`src/hw/rtl/nnk_pkg.sv`:
```
// ----------------------------------------------------------------------------
// nnk_pkg - shared definitions for the top-k nearest neighbor core
// Function codes, field widths, parameter defaults and the control structs
// that travel between the pipeline stages.
// ----------------------------------------------------------------------------
package nnk_pkg;

   localparam int TOP_K_DEF        = 5;
   localparam int FEATURE_BITS_DEF = 16;
   localparam int NUM_FEAT         = 4;
   localparam int ID_W             = 16;
   localparam int OUT_DIST_W       = 34;
   localparam int RANK_W           = 3;
   localparam int FUNC_W           = 2;

   typedef enum logic [FUNC_W-1:0] {
      FUNC_QUERY  = 2'd0,
      FUNC_REF    = 2'd1,
      FUNC_FINISH = 2'd2
   } func_type;

   // Control that rides along with an item through the pipeline.
   typedef struct packed {
      logic             valid;
      func_type         func;
      logic [ID_W-1:0]  id;
   } stage_ctl_type;

   // Status from the list stage to the emit sequencer.
   typedef struct packed {
      logic fin_fire;
      logic empty;
      logic rd_last;
   } list_stat_type;

endpackage

```
`src/hw/rtl/nnk_lane.sv`:
```
// ----------------------------------------------------------------------------
// nnk_lane - one feature lane
// Subtracts the query feature from the beat's feature and registers the
// square of the difference.
// ----------------------------------------------------------------------------
module nnk_lane #(
   parameter int FEATURE_BITS = nnk_pkg::FEATURE_BITS_DEF
) (
   input  logic                      clock,
   input  logic                      en,
   input  logic [FEATURE_BITS-1:0]   query,
   input  logic [FEATURE_BITS-1:0]   feat,
   output logic [2*FEATURE_BITS-1:0] sq_ff
);

   localparam int FB = FEATURE_BITS;

   logic [FB:0]     diff;
   logic [FB-1:0]   mag;
   logic [2*FB-1:0] sq_in;

   // The difference of two signed values needs one extra bit; its magnitude
   // always fits in FB unsigned bits.
   assign diff  = {feat[FB-1], feat} - {query[FB-1], query};
   assign mag   = diff[FB] ? FB'(-diff) : diff[FB-1:0];
   assign sq_in = (2*FB)'(mag) * (2*FB)'(mag);

   always_ff @(posedge clock) begin
      if (en) begin
         sq_ff <= sq_in;
      end
   end

endmodule

```
`src/hw/rtl/nnk_list.sv`:
```
// ----------------------------------------------------------------------------
// nnk_list - merge stage and sorted result list
// Adds the lane squares into the distance, then inserts it into the sorted
// list by comparing against every held entry at once.
// ----------------------------------------------------------------------------
module nnk_list #(
   parameter int TOP_K        = nnk_pkg::TOP_K_DEF,
   parameter int FEATURE_BITS = nnk_pkg::FEATURE_BITS_DEF,
   localparam int DIST_W      = 2 * FEATURE_BITS + 2,
   localparam int IDX_W       = (TOP_K > 1) ? $clog2(TOP_K) : 1
) (
   input  logic                          clock,
   input  logic                          reset,
   input  logic                          adv,
   input  nnk_pkg::stage_ctl_type        s1_ctl,
   input  logic [2*FEATURE_BITS-1:0]     sq [nnk_pkg::NUM_FEAT],
   input  logic [IDX_W-1:0]              rd_idx,
   output nnk_pkg::list_stat_type        stat,
   output logic [DIST_W-1:0]             rd_dist,
   output logic [nnk_pkg::ID_W-1:0]      rd_id
);

   localparam int CNT_W = $clog2(TOP_K + 1);

   nnk_pkg::stage_ctl_type   s2_ctl_ff;
   logic [DIST_W-1:0]        s2_dist_ff;
   logic [DIST_W-1:0]        s2_dist_in;

   logic [DIST_W-1:0]        ent_dist_ff [TOP_K];
   logic [DIST_W-1:0]        ent_dist_in [TOP_K];
   logic [nnk_pkg::ID_W-1:0] ent_id_ff   [TOP_K];
   logic [nnk_pkg::ID_W-1:0] ent_id_in   [TOP_K];
   logic [CNT_W-1:0]         cnt_ff;
   logic [CNT_W-1:0]         cnt_in;

   logic [TOP_K-1:0] lt;
   logic [TOP_K-1:0] eq;
   logic             proc;
   logic             drop;
   logic             do_ins;

   always_comb begin
      s2_dist_in = '0;
      for (int f = 0; f < nnk_pkg::NUM_FEAT; f++) begin
         s2_dist_in = s2_dist_in + DIST_W'(sq[f]);
      end
   end

   always_ff @(posedge clock) begin
      if (reset) begin
         s2_ctl_ff <= '0;
      end else if (adv) begin
         s2_ctl_ff <= s1_ctl;
      end
   end

   always_ff @(posedge clock) begin
      if (adv) begin
         s2_dist_ff <= s2_dist_in;
      end
   end

   // The list is sorted, so the less-than flags form a thermometer code and
   // the insert point is where it ends.
   always_comb begin
      for (int i = 0; i < TOP_K; i++) begin
         lt[i] = (CNT_W'(i) < cnt_ff) && (ent_dist_ff[i] < s2_dist_ff);
         eq[i] = (CNT_W'(i) < cnt_ff) && (ent_dist_ff[i] == s2_dist_ff);
      end
   end

   assign proc   = adv && s2_ctl_ff.valid;
   assign drop   = (|eq) || lt[TOP_K-1];
   assign do_ins = proc && (s2_ctl_ff.func == nnk_pkg::FUNC_REF) && !drop;

   for (genvar g = 0; g < TOP_K; g++) begin : g_ent
      if (g == 0) begin : g_head
         always_comb begin
            ent_dist_in[g] = ent_dist_ff[g];
            ent_id_in[g]   = ent_id_ff[g];
            if (do_ins && !lt[g]) begin
               ent_dist_in[g] = s2_dist_ff;
               ent_id_in[g]   = s2_ctl_ff.id;
            end
         end
      end else begin : g_body
         always_comb begin
            ent_dist_in[g] = ent_dist_ff[g];
            ent_id_in[g]   = ent_id_ff[g];
            if (do_ins && !lt[g] && lt[g-1]) begin
               ent_dist_in[g] = s2_dist_ff;
               ent_id_in[g]   = s2_ctl_ff.id;
            end else if (do_ins && !lt[g-1]) begin
               ent_dist_in[g] = ent_dist_ff[g-1];
               ent_id_in[g]   = ent_id_ff[g-1];
            end
         end
      end
   end

   always_ff @(posedge clock) begin
      for (int i = 0; i < TOP_K; i++) begin
         ent_dist_ff[i] <= ent_dist_in[i];
         ent_id_ff[i]   <= ent_id_in[i];
      end
   end

   always_comb begin
      cnt_in = cnt_ff;
      if (proc && (s2_ctl_ff.func == nnk_pkg::FUNC_QUERY)) begin
         cnt_in = '0;
      end else if (do_ins && (cnt_ff != CNT_W'(TOP_K))) begin
         cnt_in = cnt_ff + CNT_W'(1);
      end
   end

   always_ff @(posedge clock) begin
      if (reset) begin
         cnt_ff <= '0;
      end else begin
         cnt_ff <= cnt_in;
      end
   end

   assign stat.fin_fire = proc && (s2_ctl_ff.func == nnk_pkg::FUNC_FINISH);
   assign stat.empty    = (cnt_ff == '0);
   assign stat.rd_last  = ((CNT_W'(rd_idx) + CNT_W'(1)) == cnt_ff);
   assign rd_dist       = ent_dist_ff[rd_idx];
   assign rd_id         = ent_id_ff[rd_idx];

endmodule

```
`src/hw/rtl/nearest_neighbor_top_k_core.sv`:
```
// A finish's first result beat passes the s1 and s2 control registers and the emit
// sequencer before it enters the output register. Throughput: one query or reference
// beat per cycle through the feature lanes unless a finish is being walked out; a finish
// holds the input until the single emit sequencer that walks the list has loaded all of
// its results (at least one). Reset clears the list count, query and valids.
// ----------------------------------------------------------------------------
// nearest_neighbor_top_k_core - top-k nearest neighbor search
// Four feature lanes square the query-to-reference differences, the list
// stage sums them and keeps the TOP_K nearest in ascending order, and a
// finish walks the list out through a registered result port.
// ----------------------------------------------------------------------------
module nearest_neighbor_top_k_core #(
   parameter int TOP_K        = nnk_pkg::TOP_K_DEF,
   parameter int FEATURE_BITS = nnk_pkg::FEATURE_BITS_DEF
) (
   input  logic                              clock,
   input  logic                              reset,

   input  logic                              req_valid,
   output logic                              req_ready,
   input  logic [nnk_pkg::FUNC_W-1:0]        req_func,
   input  logic [FEATURE_BITS-1:0]           req_feat_a,
   input  logic [FEATURE_BITS-1:0]           req_feat_b,
   input  logic [FEATURE_BITS-1:0]           req_feat_c,
   input  logic [FEATURE_BITS-1:0]           req_feat_d,
   input  logic [nnk_pkg::ID_W-1:0]          req_ref_id,

   output logic                              rsp_valid,
   input  logic                              rsp_ready,
   output logic [nnk_pkg::ID_W-1:0]          rsp_out_id,
   output logic [nnk_pkg::OUT_DIST_W-1:0]    rsp_out_distance,
   output logic [nnk_pkg::RANK_W-1:0]        rsp_rank,
   output logic                              rsp_found,
   output logic                              rsp_last
);

   localparam int FB     = FEATURE_BITS;
   localparam int DIST_W = 2 * FB + 2;
   localparam int IDX_W  = (TOP_K > 1) ? $clog2(TOP_K) : 1;
   localparam int EXT_W  = (DIST_W > nnk_pkg::OUT_DIST_W) ? DIST_W : nnk_pkg::OUT_DIST_W;
   localparam int RK_W   = (IDX_W > nnk_pkg::RANK_W) ? IDX_W : nnk_pkg::RANK_W;

   // Input side. The pipeline moves as a whole and only stops while a
   // finish is being walked out, so the list cannot change under it.
   logic                   accept;
   logic                   adv;
   logic                   func_ok;
   logic [FB-1:0]          feat   [nnk_pkg::NUM_FEAT];
   logic [FB-1:0]          query_ff [nnk_pkg::NUM_FEAT];
   logic [2*FB-1:0]        sq     [nnk_pkg::NUM_FEAT];
   nnk_pkg::stage_ctl_type s1_ctl_ff;
   nnk_pkg::stage_ctl_type s1_ctl_in;

   // Emit side.
   nnk_pkg::list_stat_type stat;
   logic [DIST_W-1:0]      rd_dist;
   logic [nnk_pkg::ID_W-1:0] rd_id;
   logic [EXT_W-1:0]       rd_dist_ext;
   logic [RK_W-1:0]        rank_ext;
   logic                   emit_ff;
   logic                   emit_in;
   logic [IDX_W-1:0]       emit_idx_ff;
   logic [IDX_W-1:0]       emit_idx_in;
   logic                   load;
   logic                   rsp_valid_ff;
   logic                   rsp_valid_in;
   logic [nnk_pkg::ID_W-1:0]       rsp_id_ff;
   logic [nnk_pkg::OUT_DIST_W-1:0] rsp_dist_ff;
   logic [nnk_pkg::RANK_W-1:0]     rsp_rank_ff;
   logic                   rsp_found_ff;
   logic                   rsp_last_ff;

   assign adv       = !emit_ff;
   assign req_ready = !emit_ff;
   assign accept    = req_valid && req_ready;

   assign feat[0] = req_feat_a;
   assign feat[1] = req_feat_b;
   assign feat[2] = req_feat_c;
   assign feat[3] = req_feat_d;

   // An unused function code enters as a bubble and changes nothing.
   assign func_ok = (req_func == nnk_pkg::FUNC_QUERY) ||
                    (req_func == nnk_pkg::FUNC_REF) ||
                    (req_func == nnk_pkg::FUNC_FINISH);

   always_comb begin
      s1_ctl_in.valid = accept && func_ok;
      s1_ctl_in.func  = nnk_pkg::func_type'(req_func);
      s1_ctl_in.id    = req_ref_id;
   end

   always_ff @(posedge clock) begin
      if (reset) begin
         s1_ctl_ff <= '0;
      end else if (adv) begin
         s1_ctl_ff <= s1_ctl_in;
      end
   end

   // The query takes effect at once, so a reference in the very next beat
   // is already measured against it. The list is cleared later, in order,
   // when the query beat reaches the list stage.
   always_ff @(posedge clock) begin
      if (reset) begin
         for (int f = 0; f < nnk_pkg::NUM_FEAT; f++) begin
            query_ff[f] <= '0;
         end
      end else if (accept && (req_func == nnk_pkg::FUNC_QUERY)) begin
         for (int f = 0; f < nnk_pkg::NUM_FEAT; f++) begin
            query_ff[f] <= feat[f];
         end
      end
   end

   for (genvar g = 0; g < nnk_pkg::NUM_FEAT; g++) begin : g_lane
      nnk_lane #(
         .FEATURE_BITS (FEATURE_BITS)
      ) u_lane (
         .clock (clock),
         .en    (adv),
         .query (query_ff[g]),
         .feat  (feat[g]),
         .sq_ff (sq[g])
      );
   end

   nnk_list #(
      .TOP_K        (TOP_K),
      .FEATURE_BITS (FEATURE_BITS)
   ) u_list (
      .clock   (clock),
      .reset   (reset),
      .adv     (adv),
      .s1_ctl  (s1_ctl_ff),
      .sq      (sq),
      .rd_idx  (emit_idx_ff),
      .stat    (stat),
      .rd_dist (rd_dist),
      .rd_id   (rd_id)
   );

   // Emit sequencer. A finish at the list stage starts a walk from entry
   // zero; each entry moves into the output register whenever it is empty
   // or being drained, so the input stays stalled only for the walk itself.
   // An empty list gives a single beat with found clear.
   assign load        = emit_ff && (!rsp_valid_ff || rsp_ready);
   assign rd_dist_ext = EXT_W'(rd_dist);
   assign rank_ext    = RK_W'(emit_idx_ff);

   always_comb begin
      emit_in     = emit_ff;
      emit_idx_in = emit_idx_ff;
      if (stat.fin_fire) begin
         emit_in     = 1'b1;
         emit_idx_in = '0;
      end else if (load) begin
         emit_idx_in = emit_idx_ff + IDX_W'(1);
         if (stat.empty || stat.rd_last) begin
            emit_in = 1'b0;
         end
      end
   end

   always_comb begin
      rsp_valid_in = rsp_valid_ff;
      if (load) begin
         rsp_valid_in = 1'b1;
      end else if (rsp_ready) begin
         rsp_valid_in = 1'b0;
      end
   end

   always_ff @(posedge clock) begin
      if (reset) begin
         emit_ff      <= 1'b0;
         emit_idx_ff  <= '0;
         rsp_valid_ff <= 1'b0;
      end else begin
         emit_ff      <= emit_in;
         emit_idx_ff  <= emit_idx_in;
         rsp_valid_ff <= rsp_valid_in;
      end
   end

   always_ff @(posedge clock) begin
      if (load) begin
         if (stat.empty) begin
            rsp_id_ff    <= '0;
            rsp_dist_ff  <= '0;
            rsp_rank_ff  <= '0;
            rsp_found_ff <= 1'b0;
            rsp_last_ff  <= 1'b1;
         end else begin
            rsp_id_ff    <= rd_id;
            rsp_dist_ff  <= rd_dist_ext[nnk_pkg::OUT_DIST_W-1:0];
            rsp_rank_ff  <= rank_ext[nnk_pkg::RANK_W-1:0];
            rsp_found_ff <= 1'b1;
            rsp_last_ff  <= stat.rd_last;
         end
      end
   end

   assign rsp_valid        = rsp_valid_ff;
   assign rsp_out_id       = rsp_id_ff;
   assign rsp_out_distance = rsp_dist_ff;
   assign rsp_rank         = rsp_rank_ff;
   assign rsp_found        = rsp_found_ff;
   assign rsp_last         = rsp_last_ff;

`ifndef SYNTHESIS
   // An empty-list beat is always the only beat of its run.
   a_empty_is_last: assert property (@(posedge clock) disable iff (reset)
      (rsp_valid_ff && !rsp_found_ff) |-> rsp_last_ff)
      else $error("empty-list result beat without last");

   // The sequencer never leaves a free output register unused during a walk.
   a_emit_fills: assert property (@(posedge clock) disable iff (reset)
      (emit_ff && !rsp_valid_ff) |=> rsp_valid_ff)
      else $error("emit walk left the output register empty");

   // A walk ends only by loading the last beat of the run.
   a_walk_ends_last: assert property (@(posedge clock) disable iff (reset)
      $fell(emit_ff) |-> (rsp_valid_ff && rsp_last_ff))
      else $error("emit walk ended without a last beat");

   // While a walk is running the input side is held.
   a_hold_during_walk: assert property (@(posedge clock) disable iff (reset)
      (emit_ff && $past(emit_ff)) |-> $stable(s1_ctl_ff))
      else $error("pipeline moved during an emit walk");
`endif

endmodule
```
`config.mk`:
```
export PLATFORM = sky130hd
export DESIGN_NAME = nearest_neighbor_top_k_core
export DESIGN_NICKNAME = d
export VERILOG_FILES = /design/src/hw/rtl/nnk_pkg.sv /design/src/hw/rtl/nnk_lane.sv /design/src/hw/rtl/nnk_list.sv /design/src/hw/rtl/nearest_neighbor_top_k_core.sv
export SDC_FILE = /design/constraint.sdc
export NUM_CORES = 2
export LEC_CHECK = 0
export BUFFER_PORTS_ARGS = -buffer_cell sky130_fd_sc_hd__clkbuf_2
export CAP_MARGIN = 20
export CORE_ASPECT_RATIO = 0.6
export CORE_UTILIZATION = 45
export DETAILED_ROUTE_END_ITERATION = 10
export GPL_TIMING_DRIVEN = 0
export HOLD_SLACK_MARGIN = 0.05
export SYNTH_ARGS = -nofsm -noshare
export SYNTH_HDL_FRONTEND = slang
export SYNTH_SLANG_ARGS = --single-unit
export TNS_END_PERCENT = 30
```
`constraint.sdc`:
```
create_clock -name clock -period 14.6 [get_ports clock]
set_clock_uncertainty 0.15 [all_clocks]
set_input_delay 1.46 -clock clock [delete_from_list [all_inputs] [get_ports clock]]
set_output_delay 1.46 -clock clock [all_outputs]
set_load 0.02 [all_outputs]
```
==> run_results.csv <==
group,metric,value,unit
setup_path,startpoint_type,"input pin",
grt,antenna_found_initial,4,
timing,fin_crit,12810,ps
clock_tree,holdBufCountCts,0,
setup_path,slowest_delay,790,ps
synth,ys.flop_type,"edfxtp_1",
floorplanning,start_util,45.5,%
finish,seq_area,16700,µm²
finish,multi_input_area,40400,µm²
setup_path,crit_type,"input pin to flip-flop",
placement,portBuffers,141,
worst_hold_path,hold_class,"flip-flop to flip-flop",
timing,fin_crit_sh,87.8,%
finish,syn2layout_area_growth,9.13,%
timing,finalSetupViolCount,0,
grt,grt_pass1_vias,44600,
setup_path,cp_common_cell,"fa_1",
setup_path,slowest_stage,"xor2_1",
clock_tree,cts_buffers,60,
synth,netlist_area,62300,µm²
clock_tree,path_clk_slew,80,ps
synth,ys_seq_area_share,26.9,%
synth,synthArstFlopShare,0,%
grt,grtUsageMet1,38.0,%
floorplanning,core-area,137000,µm²
drt,vias,43600,
timing,setup_tns,0,ps
floorplanning,die_h,290,µm
finish,nets,7725,
drt,first_pass_iters,6,
setup_path,arrival,13100,ps
drt,vias_per_cell,5.36,
drt,drtIter0Drc,3537,
timing,rsz0062_at_grt,"false",
clock_tree,cts_tree,"yes",
floorplanning,fp.dieW,483,µm
finish,most-common-layout-cells,"inv_1, ha_1, fa_1, edfxtp_1, nor2_1",
setup_path,rr_worst_depth,36,
drt,drc_errors,0,
synth,synth_edf_count,527,
timing,drv_slew,0,
clock_tree,cts_setup_buffers,0,
synth,syn_area_per_cell,10.3,µm²
synth,ys_warn_count,0,
setup_path,rr_endpoint,"g_lane[0].u_lane.sq_ff[31]$_DFFE_PN_",
setup_path,worstPathRequired,14890,ps
placement,routabilityCongestion,0.944,
timing,fmax,78.0,MHz
setup_path,cp-end-kind,"flip-flop",
grt,met3_usage,6.20,%
setup_path,critPathCapture,"g_lane[0].u_lane.sq_ff[31]$_DFFE_PN_",
floorplanning,io-pin-count,143,
synth,syn_inst,6025,
grt,grt-ovfl-total,0,
synth,synth_nets,7487,
clock_tree,root_buffer,"clkbuf_16",
clock_tree,clk_latency,700,ps
grt,grt_first_pass_wirelength,258000,µm
grt,use_met2,32.2,%
clock_tree,postCtsResizedCells,0,
clock_tree,cts_max_level,2,
timing,hold_violations,0,
setup_path,worstPathMaxFanout,10,
floorplanning,rows,105,
drt,finalWirelength,164000,µm
run_status,status,"complete, no violations",
grt,grt_usage,23.8,%
synth,ys_ff_latch,573,
run,max_cap_viol_count,0,
finish,drive_above_1_share,9.39,%
clock_tree,cts_sinks,573,
floorplanning,dieArea,140000,µm²
synth,yosysUniqueCellTypes,92,
setup_path,reg2reg_from,"query_ff[0][0]$_SDFFCE_PN0P_",
grt,grt_max_degree,123,
timing,tightest_slew,1170,ps
timing,relSlewSlack,21.2,%
finish,final.fill_count,12600,
setup_path,startpoint,"req_feat_a[0]",
finish,mostFrequentLayoutCell,"inv_1",
setup_path,reg2reg_setup_slack,2270,ps
drt,detail-route-antenna-nets,0,
placement,hpwl,134000,µm
drt,wl_per_cell,20.1,µm
clock_tree,clockBufferDepth,3,
grt,busiest_layer,"met1",
[cell usage after synthesis (26+ instances only)]
cell type  instances  area share [%]
nor2_1           499             3.0
a211oi_1          27            0.33
o21bai_1          35            0.42
ha_1             689              14
o21a_1            40            0.48
nand4_1           51            0.51
edfxtp_1         527              25
nand3_1           46            0.37
mux2i_1           91             1.5
mux2_2           200             3.6
nor2b_1           50            0.50
dfxtp_1           46             1.5
o21ai_0          119            0.96
and3_1            26            0.26
clkbuf_1         101            0.61
nand2_1          325             2.0
mux4_2            50             1.8
nand2b_1          52            0.52
inv_1           1239             7.5
nor3_1            52            0.42
xor2_1           110             1.5
and2_1            86            0.86
a21oi_1          223             1.8
a21o_1           180             2.2
xnor2_1          187             2.6
fa_1             687              22
[how the worst min path moves through the flow]
stage / start / end / slack, ps / cells after the start
5_1_grt: s1_ctl_ff[9]$_SDFFE_PP0N_ / s1_ctl_ff[9]$_SDFFE_PP0N_ / 370 / 2
4_1_cts: s1_ctl_ff[6]$_SDFFE_PP0N_ / u_list.s2_ctl_ff[6]$_SDFFE_PP0N_ / 350 / 2
3_3_place_gp: s1_ctl_ff[17]$_SDFFE_PP0N_ / u_list.s2_ctl_ff[17]$_SDFFE_PP0N_ / 320 / 2
2_1_floorplan: s1_ctl_ff[18]$_SDFFE_PP0N_ / s1_ctl_ff[18]$_SDFFE_PP0N_ / 310 / 2
3_5_place_dp: s1_ctl_ff[9]$_SDFFE_PP0N_ / s1_ctl_ff[9]$_SDFFE_PP0N_ / 330 / 2
6_report: s1_ctl_ff[6]$_SDFFE_PP0N_ / u_list.s2_ctl_ff[6]$_SDFFE_PP0N_ / 340 / 2
[layer usage]
layer	wire length [µm]	vias to the layer above
li1	-	20400
met1	82600	21700
met2	63400	1393
met3	15300	144
met4	2430	2
met5	165	-
[stage by stage]
stage | setup WS [ps] | instances | hold WS [ps] | instance area (µm²) | utilization, %
after global routing | 1270 | 8135 | 369 | 68000 | 49.7
after detailed placement | 1310 | 8012 | 332 | 65800 | 48.1
after global placement | 1460 | 7985 | 320 | 65300 | 47.7
after CTS | 2030 | 8126 | 345 | 68000 | 49.6
after floorplan | 3620 | 6025 | 306 | 62300 | -
final | 1790 | 8135 | 341 | 68000 | 49.7
[logic make-up (layout without fill, tap and decap cells)]
group	Yosys count	after routing	synth area share, %
flops	573	573	26.9
compound gates	778	778	8.28
fa+ha+maj	1376	1376	35.9
xor+xnor	302	302	4.34
buf+inv	1388	1678	8.38
simple gates	1265	1265	9.36
other cells	2	3	0.0120
mux	341	341	6.88
[critical path: cells and delay by family]
| kind | cells | cell delay, ps |
|---|---|---|
| AO/OA/AOI/OAI | 14 | 4570 |
| XOR/XNOR | 2 | 920 |
| adder cells (fa/ha/maj) | 9 | 4020 |
| buffers and inverters | 8 | 1030 |
| AND/OR/NAND/NOR | 5 | 1060 |
[layout make-up]
type                    count  share of cell area, %
diodes                      1                0.00368
clock buffers              72                   2.35
clock inverters            42                  0.785
flip-flops and latches    573                   24.6
multi-input cells        4064                   59.4
plain buffers             125                  0.710
inverters                1263                   6.98
well taps                1819                   3.34
repair buffers            176                   1.79
[state kept, by name, summed over array words and instances (netlist names)]
| signal | count |
|---|---|
| emit_ff | 1 |
| emit_idx_ff | 3 |
| g_lane.u_lane.sq_ff | 124 |
| query_ff | 64 |
| rsp_found | 1 |
| rsp_last | 1 |
| rsp_out_distance | 34 |
| rsp_out_id | 16 |
| rsp_rank | 3 |
| rsp_valid | 1 |
| s1_ctl_ff | 19 |
| u_list.cnt_ff | 3 |
| u_list.ent_dist_ff | 170 |
| u_list.ent_id_ff | 80 |
| u_list.s2_ctl_ff | 19 |
| u_list.s2_dist_ff | 34 |
Power is not shown: default switching activity piles up to over one toggle a cycle in this logic, so the estimate is an artifact.
